==> src/rtsu_pkg.sv <==
// ----------------------------------------------------------------------------
// rtsu_pkg
// Shared constants and types for the shortest-route table.
// ----------------------------------------------------------------------------
package rtsu_pkg;

    localparam int TABLE_ENTRIES = 16;
    localparam int IDX_W = (TABLE_ENTRIES > 1) ? $clog2(TABLE_ENTRIES) : 1;
    localparam int CNT_W = IDX_W + 1;

    localparam logic [1:0] FUNC_INSTALL = 2'd0;
    localparam logic [1:0] FUNC_LOOKUP  = 2'd1;
    localparam logic [1:0] FUNC_CLEAR   = 2'd2;

    typedef struct packed {
        logic [7:0] dest;
        logic [7:0] via;
        logic [7:0] hops;
    } entry_t;

endpackage

==> src/route_table_shortest_update.sv <==
// A new request is accepted only in the idle state, after the previous result has
// been loaded into the output register. The entry RAM has a single read port, so
// the key search sweeps it one entry per cycle.
// A finished result waits in an output register while the next request enters.
// Reset clears all valid bits at once; the table is empty right after reset.
// ----------------------------------------------------------------------------
// route_table_shortest_update
// Route table keyed by destination id: install keeps the shorter route,
// lookup returns the next hop, clear empties the table.
// ----------------------------------------------------------------------------
module route_table_shortest_update (
    input  logic       clk,
    input  logic       rst_n,
    input  logic       in_valid,
    output logic       in_ready,
    input  logic [1:0] func,
    input  logic [7:0] dest_id,
    input  logic [7:0] via_hop,
    input  logic [7:0] hop_count,
    output logic       out_valid,
    input  logic       out_ready,
    output logic       hit,
    output logic [7:0] next_hop_out
);

    localparam logic [1:0] ST_IDLE = 2'd0;
    localparam logic [1:0] ST_SCAN = 2'd1;
    localparam logic [1:0] ST_EXEC = 2'd2;

    localparam logic [rtsu_pkg::CNT_W-1:0] CNT_END =
        rtsu_pkg::CNT_W'(rtsu_pkg::TABLE_ENTRIES);
    localparam logic [rtsu_pkg::IDX_W-1:0] IDX_LAST =
        rtsu_pkg::IDX_W'(rtsu_pkg::TABLE_ENTRIES - 1);

    rtsu_pkg::entry_t entry_mem [rtsu_pkg::TABLE_ENTRIES];
    rtsu_pkg::entry_t rd_data_reg;
    rtsu_pkg::entry_t wr_data;

    logic [1:0] state_reg, state_next;
    logic [1:0] func_reg;
    logic [7:0] dest_reg, via_reg, hops_reg;

    logic [rtsu_pkg::CNT_W-1:0] addr_reg, addr_next;
    logic                       pend_reg, pend_next;
    logic [rtsu_pkg::IDX_W-1:0] pend_idx_reg, pend_idx_next;

    logic                       found_reg, found_next;
    logic [rtsu_pkg::IDX_W-1:0] slot_reg, slot_next;
    logic [7:0]                 old_via_reg, old_via_next;
    logic [7:0]                 old_hops_reg, old_hops_next;
    logic                       free_found_reg, free_found_next;
    logic [rtsu_pkg::IDX_W-1:0] free_idx_reg, free_idx_next;

    logic [rtsu_pkg::TABLE_ENTRIES-1:0] valid_reg, valid_next;

    logic       out_valid_reg, out_valid_next;
    logic       hit_reg, hit_next;
    logic [7:0] nh_reg, nh_next;

    logic                       accept;
    logic                       rd_en;
    logic                       match;
    logic                       free_slot;
    logic                       out_load;
    logic                       better;
    logic                       wr_en;
    logic [rtsu_pkg::IDX_W-1:0] wr_idx;

    assign in_ready     = (state_reg == ST_IDLE);
    assign accept       = in_valid && in_ready;
    assign out_valid    = out_valid_reg;
    assign hit          = hit_reg;
    assign next_hop_out = nh_reg;

    assign rd_en     = (state_reg == ST_SCAN) && (addr_reg < CNT_END);
    assign match     = pend_reg && valid_reg[pend_idx_reg] && (rd_data_reg.dest == dest_reg);
    assign free_slot = pend_reg && !valid_reg[pend_idx_reg];
    assign out_load  = (state_reg == ST_EXEC) && (!out_valid_reg || out_ready);
    assign better    = (hops_reg < old_hops_reg);
    assign wr_en     = out_load && (func_reg == rtsu_pkg::FUNC_INSTALL) &&
                       (!found_reg || better);
    assign wr_idx    = found_reg ? slot_reg : (free_found_reg ? free_idx_reg : '0);
    assign wr_data   = '{dest: dest_reg, via: via_reg, hops: hops_reg};

    // entry RAM: one write port, one registered read port
    always_ff @(posedge clk)
    begin
        if (wr_en)
        begin
            entry_mem[wr_idx] <= wr_data;
        end
    end

    always_ff @(posedge clk)
    begin
        if (rd_en)
        begin
            rd_data_reg <= entry_mem[addr_reg[rtsu_pkg::IDX_W-1:0]];
        end
    end

    always_comb
    begin
        state_next      = state_reg;
        addr_next       = addr_reg;
        pend_next       = 1'b0;
        pend_idx_next   = pend_idx_reg;
        found_next      = found_reg;
        slot_next       = slot_reg;
        old_via_next    = old_via_reg;
        old_hops_next   = old_hops_reg;
        free_found_next = free_found_reg;
        free_idx_next   = free_idx_reg;
        valid_next      = valid_reg;
        out_valid_next  = out_valid_reg;
        hit_next        = hit_reg;
        nh_next         = nh_reg;

        if (out_valid_reg && out_ready)
        begin
            out_valid_next = 1'b0;
        end

        unique case (state_reg)
            ST_IDLE:
            begin
                if (accept)
                begin
                    addr_next       = '0;
                    found_next      = 1'b0;
                    free_found_next = 1'b0;
                    state_next      = ST_SCAN;
                end
            end
            ST_SCAN:
            begin
                if (rd_en)
                begin
                    addr_next     = addr_reg + 1'b1;
                    pend_next     = 1'b1;
                    pend_idx_next = addr_reg[rtsu_pkg::IDX_W-1:0];
                end
                // keep the lowest-numbered match and the lowest free slot
                if (match && !found_reg)
                begin
                    found_next    = 1'b1;
                    slot_next     = pend_idx_reg;
                    old_via_next  = rd_data_reg.via;
                    old_hops_next = rd_data_reg.hops;
                end
                if (free_slot && !free_found_reg)
                begin
                    free_found_next = 1'b1;
                    free_idx_next   = pend_idx_reg;
                end
                if (pend_reg && (pend_idx_reg == IDX_LAST))
                begin
                    state_next = ST_EXEC;
                end
            end
            ST_EXEC:
            begin
                if (out_load)
                begin
                    out_valid_next = 1'b1;
                    hit_next       = found_reg;
                    nh_next        = '0;
                    unique case (func_reg)
                        rtsu_pkg::FUNC_INSTALL:
                        begin
                            if (found_reg)
                            begin
                                nh_next = better ? via_reg : old_via_reg;
                            end
                            else
                            begin
                                valid_next[wr_idx] = 1'b1;
                            end
                        end
                        rtsu_pkg::FUNC_CLEAR:
                        begin
                            valid_next = '0;
                        end
                        default:
                        begin
                            if (found_reg)
                            begin
                                nh_next = old_via_reg;
                            end
                        end
                    endcase
                    state_next = ST_IDLE;
                end
            end
            default:
            begin
                state_next = ST_IDLE;
            end
        endcase
    end

    always_ff @(posedge clk or negedge rst_n)
    begin
        if (!rst_n)
        begin
            state_reg      <= ST_IDLE;
            pend_reg       <= 1'b0;
            valid_reg      <= '0;
            out_valid_reg  <= 1'b0;
        end
        else
        begin
            state_reg      <= state_next;
            pend_reg       <= pend_next;
            valid_reg      <= valid_next;
            out_valid_reg  <= out_valid_next;
        end
    end

    // hold the request and search results
    always_ff @(posedge clk)
    begin
        if (accept)
        begin
            func_reg <= func;
            dest_reg <= dest_id;
            via_reg  <= via_hop;
            hops_reg <= hop_count;
        end
        addr_reg       <= addr_next;
        pend_idx_reg   <= pend_idx_next;
        found_reg      <= found_next;
        slot_reg       <= slot_next;
        old_via_reg    <= old_via_next;
        old_hops_reg   <= old_hops_next;
        free_found_reg <= free_found_next;
        free_idx_reg   <= free_idx_next;
        hit_reg        <= hit_next;
        nh_reg         <= nh_next;
    end

endmodule
==> config.mk <==
export PLATFORM = sky130hd
export DESIGN_NAME = route_table_shortest_update
export DESIGN_NICKNAME = d
export VERILOG_FILES = /design/src/rtsu_pkg.sv /design/src/route_table_shortest_update.sv
export SDC_FILE = /design/constraint.sdc
export NUM_CORES = 1
export LEC_CHECK = 0
export BUFFER_PORTS_ARGS = -buffer_cell sky130_fd_sc_hd__buf_2
export CAP_MARGIN = 10
export CELL_PAD_IN_SITES_DETAIL_PLACEMENT = 0
export CELL_PAD_IN_SITES_GLOBAL_PLACEMENT = 1
export CORE_MARGIN = 8
export CORE_UTILIZATION = 57
export CTS_BUF_LIST = sky130_fd_sc_hd__clkbuf_2 sky130_fd_sc_hd__clkbuf_4 sky130_fd_sc_hd__clkbuf_8
export DETAILED_ROUTE_END_ITERATION = 8
export PLACE_DENSITY = 0.89
export SETUP_SLACK_MARGIN = 0.5
export SLEW_MARGIN = 20
export SYNTH_ARGS = -nofsm -noshare
export SYNTH_HDL_FRONTEND = slang
export SYNTH_SLANG_ARGS = --single-unit
==> constraint.sdc <==
create_clock -name clk -period 6.5 [get_ports clk]
set_input_delay 1.3 -clock clk [delete_from_list [all_inputs] [get_ports clk]]
set_output_delay 1.3 -clock clk [all_outputs]
set_load 0.1 [all_outputs]
After elaboration in Yosys (flattened, before gate mapping)
Memory sizes are Yosys's and may differ from the RTL's. A register that Yosys moved wholly into a read port is not among the register bits.
Index checks and enable logic that the tools add are counted.
{ "op_classes": {"div_mod_pow": 0, "shifts": 0, "reduce_logical": 32, "bitwise": 1, "n_eq_ne": 12, "mul": 0, "n_lt_le_gt_ge": 5, "muxes": 31, "n_addsub": 1} }
{ "ops": {"columns": ["cell", "count"], "rows": [
  ["16-bit one-hot mux with 2 select lines", 1],
  ["8-bit 2-to-1 mux", 3],
  ["16-bit 2-to-1 mux", 1],
  ["16-bit OR", 1],
  ["8-bit one-hot mux with 2 select lines", 1],
  ["1-bit logical AND", 13],
  ["1-bit 2-to-1 mux", 12],
  ["3-bit AND reduction", 4],
  ["4-bit by 5-bit less-than comparator with 1-bit output, second input constant", 2],
  ["5-bit 2-to-1 mux", 2],
  ["5-bit one-hot mux with 2 select lines", 1],
  ["8-bit equality test", 1],
  ["8-bit less-than comparator", 1],
  ["4-bit 2-to-1 mux", 2],
  ["2-bit by 1-bit != test with 1-bit output, second input constant", 4],
  ["2-bit AND reduction", 4],
  ["2-bit 2-to-1 mux", 3],
  ["2-bit != test, second input constant", 3],
  ["2-bit one-hot mux with 3 select lines", 1],
  ["5-bit by 1-bit adder with 5-bit output, second input constant", 1],
  ["5-bit less-than comparator, second input constant", 1],
  ["1-bit binary-select mux with 4-bit select", 1],
  ["1-bit demux with 4-bit select", 1],
  ["2-bit equality test, second input constant", 2],
  ["9 further kinds", 16]
]} }
{ "word_totals": {"ramBits": 384, "rom_bits": 0, "latch_bits": 0, "ff_bits": 90, "n_memories": 1, "elab_cells": 101} }
{ "memory_table": {"columns": ["memory", "words", "width", "read_ports", "rd_clocked_by_memory_dff", "wr", "line_no", "text"], "rows": [
  ["entry_mem", 16, 24, 1, 1, 1, "route_table_shortest_update.sv:35", "rtsu_pkg::entry_t entry_mem [rtsu_pkg::TABLE_ENTRIES];"]
]} }

Depth between registers and ports, before layout
Gate-level depths: netlist of run 1.
{ "logic_depth": {"depth_word": 9, "depth_mapped": 7, "mapped_depth_nobuf": 7} }

Least setup slack after synthesis of run 1
No wires, ideal clock.
{ "synth_path": {"kind": "input port to flip-flop", "from": "in out_ready", "to": "mem entry_mem[0][0] (netlist bit), enable pin", "setup_ps": 466, "stages": 3, "t_arrival_ps": 4356, "setup_slack_ps": 1678, "required_time_ps": 6034, "path_buffers": 0, "cell_sequence": "nor2b_1 or4_1 nor4_1"} }
{ "synth_via": {"elab_chain_cells": 6} }
{ "synth_rtl": {"columns": ["item", "line_no", "text"], "rows": [
  ["start, declared", "route_table_shortest_update.sv:21", "input logic out_ready,"],
  ["1-bit logical OR", "route_table_shortest_update.sv:78", "assign out_load = (state_reg == ST_EXEC) && (!out_valid_reg || out_ready);"],
  ["1-bit logical AND", "route_table_shortest_update.sv:78", null],
  ["1-bit logical AND (2 in series)", "route_table_shortest_update.sv:80", "assign wr_en = out_load && (func_reg == rtsu_pkg::FUNC_INSTALL) &&"],
  ["1-bit 2-to-1 mux", "route_table_shortest_update.sv:88", "if (wr_en)"],
  ["1-bit 2-to-1 mux (implied by the code)", "route_table_shortest_update.sv:90", "entry_mem[wr_idx] <= wr_data;"],
  ["end, declared", "route_table_shortest_update.sv:35", null]
]} }
No other way between the ends.

Worst setup path in the final report of run 1
{ "layout_path": {"from": "reg hops_reg[3]", "to": "mem entry_mem[12][12] (netlist bit), enable pin"} }
{ "layout_via": {"elab_chain_cells": 5} }
{ "layout_rtl": {"columns": ["item", "line_no", "text"], "rows": [
  ["start, declared", "route_table_shortest_update.sv:41", "logic [7:0] dest_reg, via_reg, hops_reg;"],
  ["start signal, assigned", "route_table_shortest_update.sv:228", "hops_reg <= hop_count;"],
  ["8-bit less-than comparator", "route_table_shortest_update.sv:79", "assign better = (hops_reg < old_hops_reg);"],
  ["1-bit logical OR", "route_table_shortest_update.sv:81", "(!found_reg || better);"],
  ["1-bit logical AND", "route_table_shortest_update.sv:80", null],
  ["1-bit 2-to-1 mux", "route_table_shortest_update.sv:88", null],
  ["1-bit 2-to-1 mux (implied by the code)", "route_table_shortest_update.sv:90", null]
]} }
No other way between the ends.

==> results.yml, run 1 <==
clocking:
  hold_buffers: 0
  cts_htree_levels: 3
  post_cts_setup_inserts: 0
  cts_buffers: 78
  clock_insertion_delay_worst_skew_ns: 0.61
  cts.root.buffer_cell: "clkbuf_8"
  ctsLongestPathBuffers: 3
  cts.sinks: 498
  cts.clk_slew.worst_paths_ns: 0.06
  post_cts_resize_count: 0
  tritoncts_clock_tree: "built"
setup_path:
  worst_setup_path_end_kind: "register"
  crit-reg2reg-capture: "entry_mem[12][12]$_DFFE_PP_"
  worstReg2RegStart: "hops_reg[3]$_DFFE_PP_"
  worstPathRequired_ns: 6.78
  rr_worst_depth: 6
  critPathLaunchType: "register"
  worstPathMaxFanout: 17
  reg2reg_setup_slack_ns: 3.12
  critPathArrivalTime_ns: 3.66
  worstSetupPathType: "reg2reg"
synth:
  synth_seq_area_share_pct: 77.9
  number_of_warning_messages_in_the_yosys_log: 0
  largest_cells_by_area_after_synthesis: "edfxtp_1 (75%), mux4_2 (12%), dfrtp_1 (2.6%)"
  yosys.area.top_type_share_pct: 75.3
  post_synth.cell_area_avg_um2: 20.9
  synth_edf_count: 478
  post_synth_instance_area_mm2: 0.0191
  synth-async-reset-ratio_pct: 4.02
  mappedNetlistNets: 948
  yosysTopAreaCell: "edfxtp_1"
  syn_inst: 910
  netlist-cell-type-count: 44
  synth-seq-cells: 498
  synth_flop_cell: "edfxtp_1"
finish:
  drive_above_1_share_pct: 28.8
  nFillCells: 2180
  finish.net_count: 1052
  n_antenna_cell: 0
  fin_util_pct: 64.7
  area_delta_synth_final_pct: 12.7
  post-route-cell-area_mm2: 0.0215
  largest_reg_flops: 384
routing:
  remaining_drc_errors: 0
  drt-initial-drc-count: 774
  detail-route-antenna-nets: 0
  postRouteWirelength_um: 38100
  route.vias.total: 9193
  per_cell_via_count_in_the_routed_design: 6.04
  avgRoutedWirePerCell_um: 25.1
  drt_pass1_iterations: 5
grt:
  globalRoute.totalOverflow: 0
  grt_start_max_net_pins: 101
  grt_pass1_vias: 9639
  antenna_found_initial: 0
  global_route_wire_length_before_repair_um: 57300
  overall_global_routing_resource_usage_pct: 19.7
worst_hold_path:
  hold_end: "old_via_reg[7]$_DFFE_PP_"
  timing.hold.worst_path_depth: 0
  hold_path_startpoint: "rd_data_reg[15]$_DFFE_PP_"
  timing.hold.worst.class: "reg2reg"
floorplan:
  initial_utilization_pct: 57.4
  fp.dieW_um: 199
  chipHeight_um: 199
  num_io_pins: 41
  core.rowCount: 67
  core_region_area_mm2: 0.0332
  design.die.area_mm2: 0.0395
power_and_ir_drop:
  ir_worst_vdd_uv: 458
  leakagePower_nw: 7.05
  power.total_w: 0.00836
  powerDensity_mw_per_mm2: 389
placement:
  placement.cell_area_mm2: 0.0199
  port_bufs: 40
  finalWeightedCongestion: 0.769
  hpwl_um: 20800
sta:
  timing.final.setup_violations: 0
  rsz0062_at_grt: "false"
  finalSetupTns_ns: 0
  worst-slew-pin-transition_ns: 1.12
  achievable-frequency_ghz: 0.296
  clock_skew_ns: 0.0309
  hold_viol: 0
  finalWorstPathRequiredPeriod_ns: 3.38
  slew_viol_final: 0
  worst_slew_margin_rel_pct: 24.7
  fin_crit_sh_pct: 52.0
job:
  maxCapViolCount: 0
outcome:
  outcome: "finished, final reports clean"
[cell families after synthesis]
logic type	share of synthesized area, %
XOR/XNOR	0.506
AO/OA/AOI/OAI	3.36
AND/OR/NAND/NOR	3.21
buffers and inverters	1.22
flip-flops	77.9
adder cells (fa/ha/maj)	0.525
multiplexers	13.2
[per-layer routing]
layer,track usage (%),vias up,wire length (um)
met5,0,-,0
met4,7.66,0,918
met3,4.08,82,3160
met2,31.7,429,18600
met1,26.3,4719,15400
li1,-,3963,-
[worst max-delay path by stage]
stage,startpoint,endpoint,slack [ns],cells past startpoint
after CTS,hops_reg[3]$_DFFE_PP_,entry_mem[12][12]$_DFFE_PP_,3.10,6
after floorplan,out_ready,entry_mem[0][0]$_DFFE_PP_,1.68,3
final,hops_reg[3]$_DFFE_PP_,entry_mem[12][12]$_DFFE_PP_,3.12,6
after global routing,hops_reg[7]$_DFFE_PP_,entry_mem[12][14]$_DFFE_PP_,2.94,7
after global placement,out_ready,entry_mem[11][5]$_DFFE_PP_,2.74,6
after detailed placement,out_ready,entry_mem[11][5]$_DFFE_PP_,2.67,6
[layout by cell type, fill, tap and decap left out, types with 26 or more instances in the layout]
| cell | synthesis | routed |
|---|---|---|
| mux2i_1 | 27 | 27 |
| edfxtp_1 | 478 | 478 |
| nor2_1 | 42 | 32 |
| nor2b_1 | 27 | 26 |
| clkbuf_8 | 0 | 81 |
| buf_2 | 12 | 40 |
| mux4_2 | 100 | 100 |
| a21oi_1 | 42 | 42 |
[synthesized netlist by cell type, types with 2 or more instances]
library cell and n:
nand2_1 13, ha_1 8, nand3_1 5, nor4_1 7, buf_2 12, a211oi_1 24, edfxtp_1 478, mux4_2 100
a21oi_1 42, nand3b_1 2, nand2b_1 5, nor2_1 42, o32a_1 2, a22o_1 9, dfrtp_1 20, xor2_1 10
o211ai_1 2, clkbuf_1 24, buf_4 6, inv_1 10, nor2b_1 27, o21ai_0 12, nor3_1 3, mux2i_1 27
[stage by stage]
step | hold slack [ns] | instances | worst slack (ns)
after floorplan | 0.400 | 910 | 1.68
after global placement | 0.400 | 1381 | 2.74
after detailed placement | 0.405 | 1381 | 2.67
after CTS | 0.417 | 1520 | 3.10
after global routing | 0.420 | 1521 | 2.94
final | 0.416 | 1521 | 3.12
[worst max-delay path, stage by stage (launching register included)]
cell	delay (ns)
edfxtp_1	0.61
ha_1	0.33
a2111o_1	0.39
a31oi_4	0.35
o211ai_1	0.28
nor2_2	0.70
buf_4	0.37
[layout make-up]
cell class / instances / area, um^2 / area share [%]
Sequential cell: 498 / 14900 / 69.2
Tap cell: 448 / 561 / 2.61
Clock inverter: 34 / 220 / 1.03
Clock buffer: 105 / 1290 / 6.03
Timing Repair Buffer: 66 / 428 / 1.99
Multi-Input combinational cell: 360 / 4080 / 19.0
Inverter: 10 / 37.5 / 0.175
[power breakdown]
part / total, W / internal (W) / switching [W]
logic: 0.00181 / 0.000825 / 0.000984
registers: 0.00401 / 0.00384 / 0.000170
clock network: 0.00254 / 0.00135 / 0.00119
Power figures use the tool's default switching activity.
==> run 2, diff against run 1 <==
Clock period 6.5 ns to 3.4 ns, I/O delays scaled along.
==> run 2 against run 1 <==
Compared with the run above: via count rose by 1.3%; sequential cell count did not move; worst setup slack got worse by 2.5 ns; worst hold slack got worse by 0.38 ns; routed wire length rose by 1.9%; clock skew fell by 0.0067 ns; global-route usage rose by 0.47 points; sequential power rose by 92%; first-iteration DRC count rose by 24%; highest routed layer unchanged.
==> results.yml, run 2 (synthesized netlist as in run 1, its figures left out) <==
outcome:
  outcome: "finished, final reports clean"
placement:
  hpwl_um: 22200
  finalWeightedCongestion: 0.785
  port_bufs: 40
  placement.cell_area_mm2: 0.0203
grt:
  global_route_wire_length_before_repair_um: 58700
  antenna_found_initial: 0
  overall_global_routing_resource_usage_pct: 20.1
  globalRoute.totalOverflow: 0
  grt_start_max_net_pins: 100
  grt_pass1_vias: 9709
power_and_ir_drop:
  ir_worst_vdd_uv: 635
  power_report.internal_total_w: 0.0117
  power.total_w: 0.0163
  power.net_switching_w: 0.00456
  pwr-share-comb_pct: 22.1
  switching_share_pct: 28.1
  clkPwrFrac_pct: 30.5
  powerDensity_mw_per_mm2: 744
  leakagePower_nw: 7.19
  seqPwrFrac_pct: 47.4
setup_path:
  timing.critical_path.cells: "ha_1 -> a21oi_1 -> o21ai_1 -> a31oi_4 -> nor2_4 -> nor3_4 -> buf_4"
  worstPathMaxFanout: 24
  crit-reg2reg-capture: "entry_mem[2][23]$_DFFE_PP_"
  cpMaxStageDelayCell: "edfxtp_1"
  worstPathRequired_ns: 3.63
  worst_setup_path_end_kind: "register"
  reg2reg_setup_slack_ns: 0.61
  rr_worst_depth: 7
  worstReg2RegStart: "hops_reg[7]$_DFFE_PP_"
  critical_path.max_stage_delay_ns: 0.59
  worstSetupPathType: "reg2reg"
  critPathArrivalTime_ns: 3.02
  critPathLaunchType: "register"
clocking:
  tritoncts_clock_tree: "built"
  ctsLongestPathBuffers: 3
  cts.clk_slew.worst_paths_ns: 0.06
  cts.sinks: 498
  cts_buffers: 76
  clock_insertion_delay_worst_skew_ns: 0.60
  cts.root.buffer_cell: "clkbuf_8"
  cts_htree_levels: 3
finish:
  commonest_cells_after_routing_fill_and_taps_aside: "edfxtp_1 (478), mux4_2 (100), clkbuf_8 (77), a21oi_1 (42), buf_2 (40)"
  largest_reg_flops: 384
  drive_above_1_share_pct: 29.7
  finish.net_count: 1069
  fin_util_pct: 65.9
  post-route-cell-area_mm2: 0.0219
  area_delta_synth_final_pct: 14.7
  nFillCells: 2140
  mostFrequentLayoutCell: "edfxtp_1"
  n_antenna_cell: 0
floorplan:
  chipHeight_um: 199
  num_io_pins: 41
  initial_utilization_pct: 57.4
  design.die.area_mm2: 0.0395
  core.rowCount: 67
  fp.dieW_um: 199
  core_region_area_mm2: 0.0332
routing:
  remaining_drc_errors: 0
  drt_pass1_iterations: 5
  detail-route-antenna-nets: 0
  avgRoutedWirePerCell_um: 25.2
  per_cell_via_count_in_the_routed_design: 6.04
  drt-initial-drc-count: 962
  route.vias.total: 9314
  postRouteWirelength_um: 38800
sta:
  worst-slew-pin-transition_ns: 1.12
  finalSetupTns_ns: 0
  rsz0062_at_grt: "false"
  hold_viol: 0
  clock_skew_ns: 0.0243
  finalWorstPathRequiredPeriod_ns: 2.79
  timing.final.setup_violations: 0
  achievable-frequency_ghz: 0.358
  slew_viol_final: 0
  fin_crit_sh_pct: 82.1
  worst_slew_margin_rel_pct: 25.3
worst_hold_path:
  timing.hold.worst.class: "in2async"
job:
  maxCapViolCount: 0
## run 2: worst max path at each step
stage	slack [ns]	depth (start not counted)	startpoint	to
finish	0.61	7	hops_reg[7]$_DFFE_PP_	entry_mem[2][23]$_DFFE_PP_
global route	0.52	7	hops_reg[7]$_DFFE_PP_	entry_mem[9][17]$_DFFE_PP_
CTS	0.51	7	hops_reg[7]$_DFFE_PP_	entry_mem[3][23]$_DFFE_PP_
detailed placement	0.43	6	hops_reg[1]$_DFFE_PP_	entry_mem[12][7]$_DFFE_PP_
global placement	0.55	6	hops_reg[1]$_DFFE_PP_	entry_mem[12][7]$_DFFE_PP_
floorplan	0.32	5	hops_reg[1]$_DFFE_PP_	entry_mem[4][0]$_DFFE_PP_
## run 2: final cells by class
type | count | area (um^2) | share of cell area [%]
flip-flops and latches | 498 | 14900 | 67.9
inverters | 10 | 37.5 | 0.172
well taps | 448 | 561 | 2.56
multi-input cells | 360 | 4140 | 18.9
clock buffers | 92 | 1170 | 5.36
clock inverters | 48 | 365 | 1.67
repair buffers | 85 | 733 | 3.35
## run 2: power by group through the flow
stage | Sequential [W] | Clock, W | Combinational (W)
finish | 0.00770 | 0.00496 | 0.00360
global route | 0.00773 | 0.00532 | 0.00385
CTS | 0.00770 | 0.00506 | 0.00363
detailed placement | 0.00784 | 0 | 0.00359
global placement | 0.00781 | 0 | 0.00351
floorplan | 0.00768 | 0 | 0.00270
## run 2: per-layer routing
layer	part of all wire (%)	GRT usage [%]	vias up
met5	0	0	-
met4	2.7	7.60	0
met3	7.9	4.03	59
met2	49	32.3	408
met1	41	27.3	4836
li1	-	-	4011
## run 2: timing repair
item,in CTS,in global routing
setup buffers,2,4
resized for setup,0,3
setup endpoints to repair,211,214
hold buffers,0,0
## run 2: metrics by stage
stage          instances  hold WS [ns]  setup slack (ns)
2_1_floorplan        910         0.384             0.317
3_3_place_gp        1395         0.401             0.549
3_5_place_dp        1395         0.405             0.428
4_1_cts             1537        0.0140             0.506
5_1_grt             1541        0.0421             0.522
6_report            1541        0.0367             0.609
## run 2: worst max-delay path, delay by kind of cell (launching register included)
| kind | cells | cell delay (ns) |
|---|---|---|
| buffers and inverters | 1 | 0.43 |
| adders and majority gates | 1 | 0.42 |
| and+or+nand+nor | 2 | 0.37 |
| AOI/OAI and AO/OA | 3 | 0.60 |
| DFF | 1 | 0.59 |
==> run 3, diff against run 2 <==
Settings changed: CORE_UTILIZATION 57 to 52, PLACE_DENSITY 0.89 to 0.86.
Clock period 3.4 ns to 2.56 ns, I/O delays scaled along.
==> run 3 against run 2 <==
Compared with the run above: fmax is 15% higher; final area is 8.9% higher; critical path type unchanged; worst hold slack better by 0.0097 ns; global-route usage is 1.5 points lower; routed wire length is 18% higher; first-iteration DRC count is 6.0% higher; clock skew is 0.023 ns higher; non-clock buffer count is 113 higher.
==> results.yml, run 3 (synthesized netlist as in run 1, its figures left out) <==
finish:
  area_delta_synth_final_pct: 25.0
  finish.net_count: 1183
  drive_above_1_share_pct: 42.2
  n_antenna_cell: 0
  commonest_cells_after_routing_fill_and_taps_aside: "edfxtp_1 (478), mux4_2 (100), buf_4 (83), clkbuf_8 (78), buf_2 (39)"
  fin_util_pct: 65.5
  mostFrequentLayoutCell: "edfxtp_1"
  largest_reg_flops: 384
  fin_cells: 1670
  nFillCells: 2170
job:
  maxCapViolCount: 0
grt:
  grt_start_max_net_pins: 54
  globalRoute.totalOverflow: 0
  global_route_wire_length_before_repair_um: 60400
  grt_pass1_vias: 9859
  antenna_found_initial: 1
  overall_global_routing_resource_usage_pct: 18.6
sta:
  timing.final.setup_violations: 0
  finalHoldWorstSlack_ns: 0.0464
  worst-slew-pin-transition_ns: 1.10
  finalWorstPathRequiredPeriod_ns: 2.42
  postLayoutSetupSlackWorst_ns: 0.140
  clock_skew_ns: 0.0477
  slew_viol_final: 0
  achievable-frequency_ghz: 0.413
  rsz0062_at_grt: "true"
  fin_crit_sh_pct: 94.5
  worst_slew_margin_rel_pct: 25.7
  hold_viol: 0
setup_path:
  critPathLaunchType: "register"
  cpMaxStageDelayCell: "edfxtp_1"
  critical_path.max_stage_delay_ns: 0.40
  timing.critical_path.cells: "ha_1 -> a2111o_1 -> a31oi_4 -> buf_6 -> nor2_4 -> buf_6 -> nor3_4 -> buf_6 -> clkbuf_16"
  path_delay_family: "buffers and inverters"
  worst_setup_path_end_kind: "register"
  worstPathRequired_ns: 2.91
  critical_path.most_common_cell: "buf_6"
  worstPathMaxFanout: 6
  worstSetupPathType: "reg2reg"
  critPathBufInv: 4
  critPathArrivalTime_ns: 2.77
routing:
  detail-route-antenna-nets: 0
  per_cell_via_count_in_the_routed_design: 6.04
  drt_pass1_iterations: 8
  remaining_drc_errors: 0
  avgRoutedWirePerCell_um: 27.5
  postRouteWirelength_um: 46000
  drt-initial-drc-count: 1020
  route.vias.total: 10100
power_and_ir_drop:
  power_report.internal_total_w: 0.0171
  pwr-share-comb_pct: 29.6
  switching_share_pct: 29.1
  leakagePower_nw: 8.06
  power.total_w: 0.0242
  powerDensity_mw_per_mm2: 1010
  power.net_switching_w: 0.00704
  ir_worst_vdd_uv: 611
  clkPwrFrac_pct: 28.5
  seqPwrFrac_pct: 41.9
clocking:
  cts.root.buffer_cell: "clkbuf_8"
  cts.sinks: 498
  tritoncts_clock_tree: "built"
  ctsLongestPathBuffers: 3
  cts_buffers: 77
  cts_htree_levels: 3
  clock_insertion_delay_worst_skew_ns: 0.65
  cts.clk_slew.worst_paths_ns: 0.06
floorplan:
  initial_utilization_pct: 52.4
  chipHeight_um: 207
  core_region_area_mm2: 0.0363
  core.rowCount: 70
  num_io_pins: 41
  design.die.area_mm2: 0.0430
  fp.dieW_um: 207
placement:
  post-place-ws_ns: 0.0145
  port_bufs: 40
  finalWeightedCongestion: 0.805
  hpwl_um: 24700
  place.detailed.instances: 1466
outcome:
  outcome: "finished, final reports clean"
worst_hold_path:
  timing.hold.worst.class: "in2reg"
run 3: cell count changes in the layout (fill, tap and decap cells not counted), sizes merged, moves of 2 or more:
cell and change:
buf +100, clkbuf +24, clkinv -16, inv -2
run 3: worst register-to-register path: stages, from the launching register on:
cell	delay, ns
edfxtp_1	0.40
ha_1	0.29
a2111o_1	0.40
a31oi_4	0.17
buf_6	0.14
nor2_4	0.08
buf_6	0.14
nor3_4	0.19
buf_6	0.16
clkbuf_16	0.16
run 3: area by class of cell:
type / count / area (um^2) / share of cell area (%)
clock buffers: 104 / 1270 / 5.33
clock inverters: 32 / 325 / 1.37
inverters: 10 / 41.3 / 0.173
multi-input cells: 360 / 4540 / 19.0
flip-flops and latches: 498 / 14900 / 62.4
well taps: 468 / 586 / 2.46
repair buffers: 198 / 2200 / 9.25
run 3: power groups by stage:
stage	Sequential, W	Clock (W)	Combinational, W
after detailed placement	0.0103	0	0.00539
after CTS	0.0101	0.00695	0.00542
final	0.0101	0.00689	0.00715
after global routing	0.0102	0.00733	0.00752
after global placement	0.0102	0	0.00530
after floorplan	0.0102	0	0.00360
run 3: worst paths after layout:
| path | startpoint | cells after the start | slack [ns] | endpoint |
|---|---|---|---|---|
| max in group asynchronous | rst_n | 2 | 1.85 | out_valid$_DFF_PN0_ |
| setup reg to reg | hops_reg[1]$_DFFE_PP_ | 9 | 0.14 | entry_mem[1][11]$_DFFE_PP_ |
| hold / removal | hop_count[6] | 1 | 0.05 | hops_reg[6]$_DFFE_PP_ |
| setup / recovery | hops_reg[1]$_DFFE_PP_ | 9 | 0.14 | entry_mem[1][11]$_DFFE_PP_ |
| hold reg to reg | rd_data_reg[9]$_DFFE_PP_ | 0 | 0.42 | old_via_reg[1]$_DFFE_PP_ |
| min in group asynchronous | rst_n | 2 | 0.37 | pend_reg$_DFF_PN0_ |
run 3: through the flow:
step	cell area, um^2	setup TNS (ns)
after floorplan	19200	-50.35
after global placement	20800	0
after detailed placement	20800	0
after CTS	22600	0
after global routing	23800	0
final	23800	0
run 3: timing repair:
item / in CTS / in global routing
pin swaps: 5 / 28
hold endpoints to repair: 20 / 0
buffers inserted: 4 / 45
endpoints found under the setup margin: 439 / 459
resized for setup: 13 / 108
cloned: 1 / 17
hold buffers: 1 / 0
run 3: metal layers:
| metal | track usage (%) | part of all wire [%] |
|---|---|---|
| met5 | 0 | 0 |
| met4 | 7.02 | 2.1 |
| met3 | 4.60 | 9.1 |
| met2 | 28.5 | 50 |
| met1 | 25.9 | 39 |
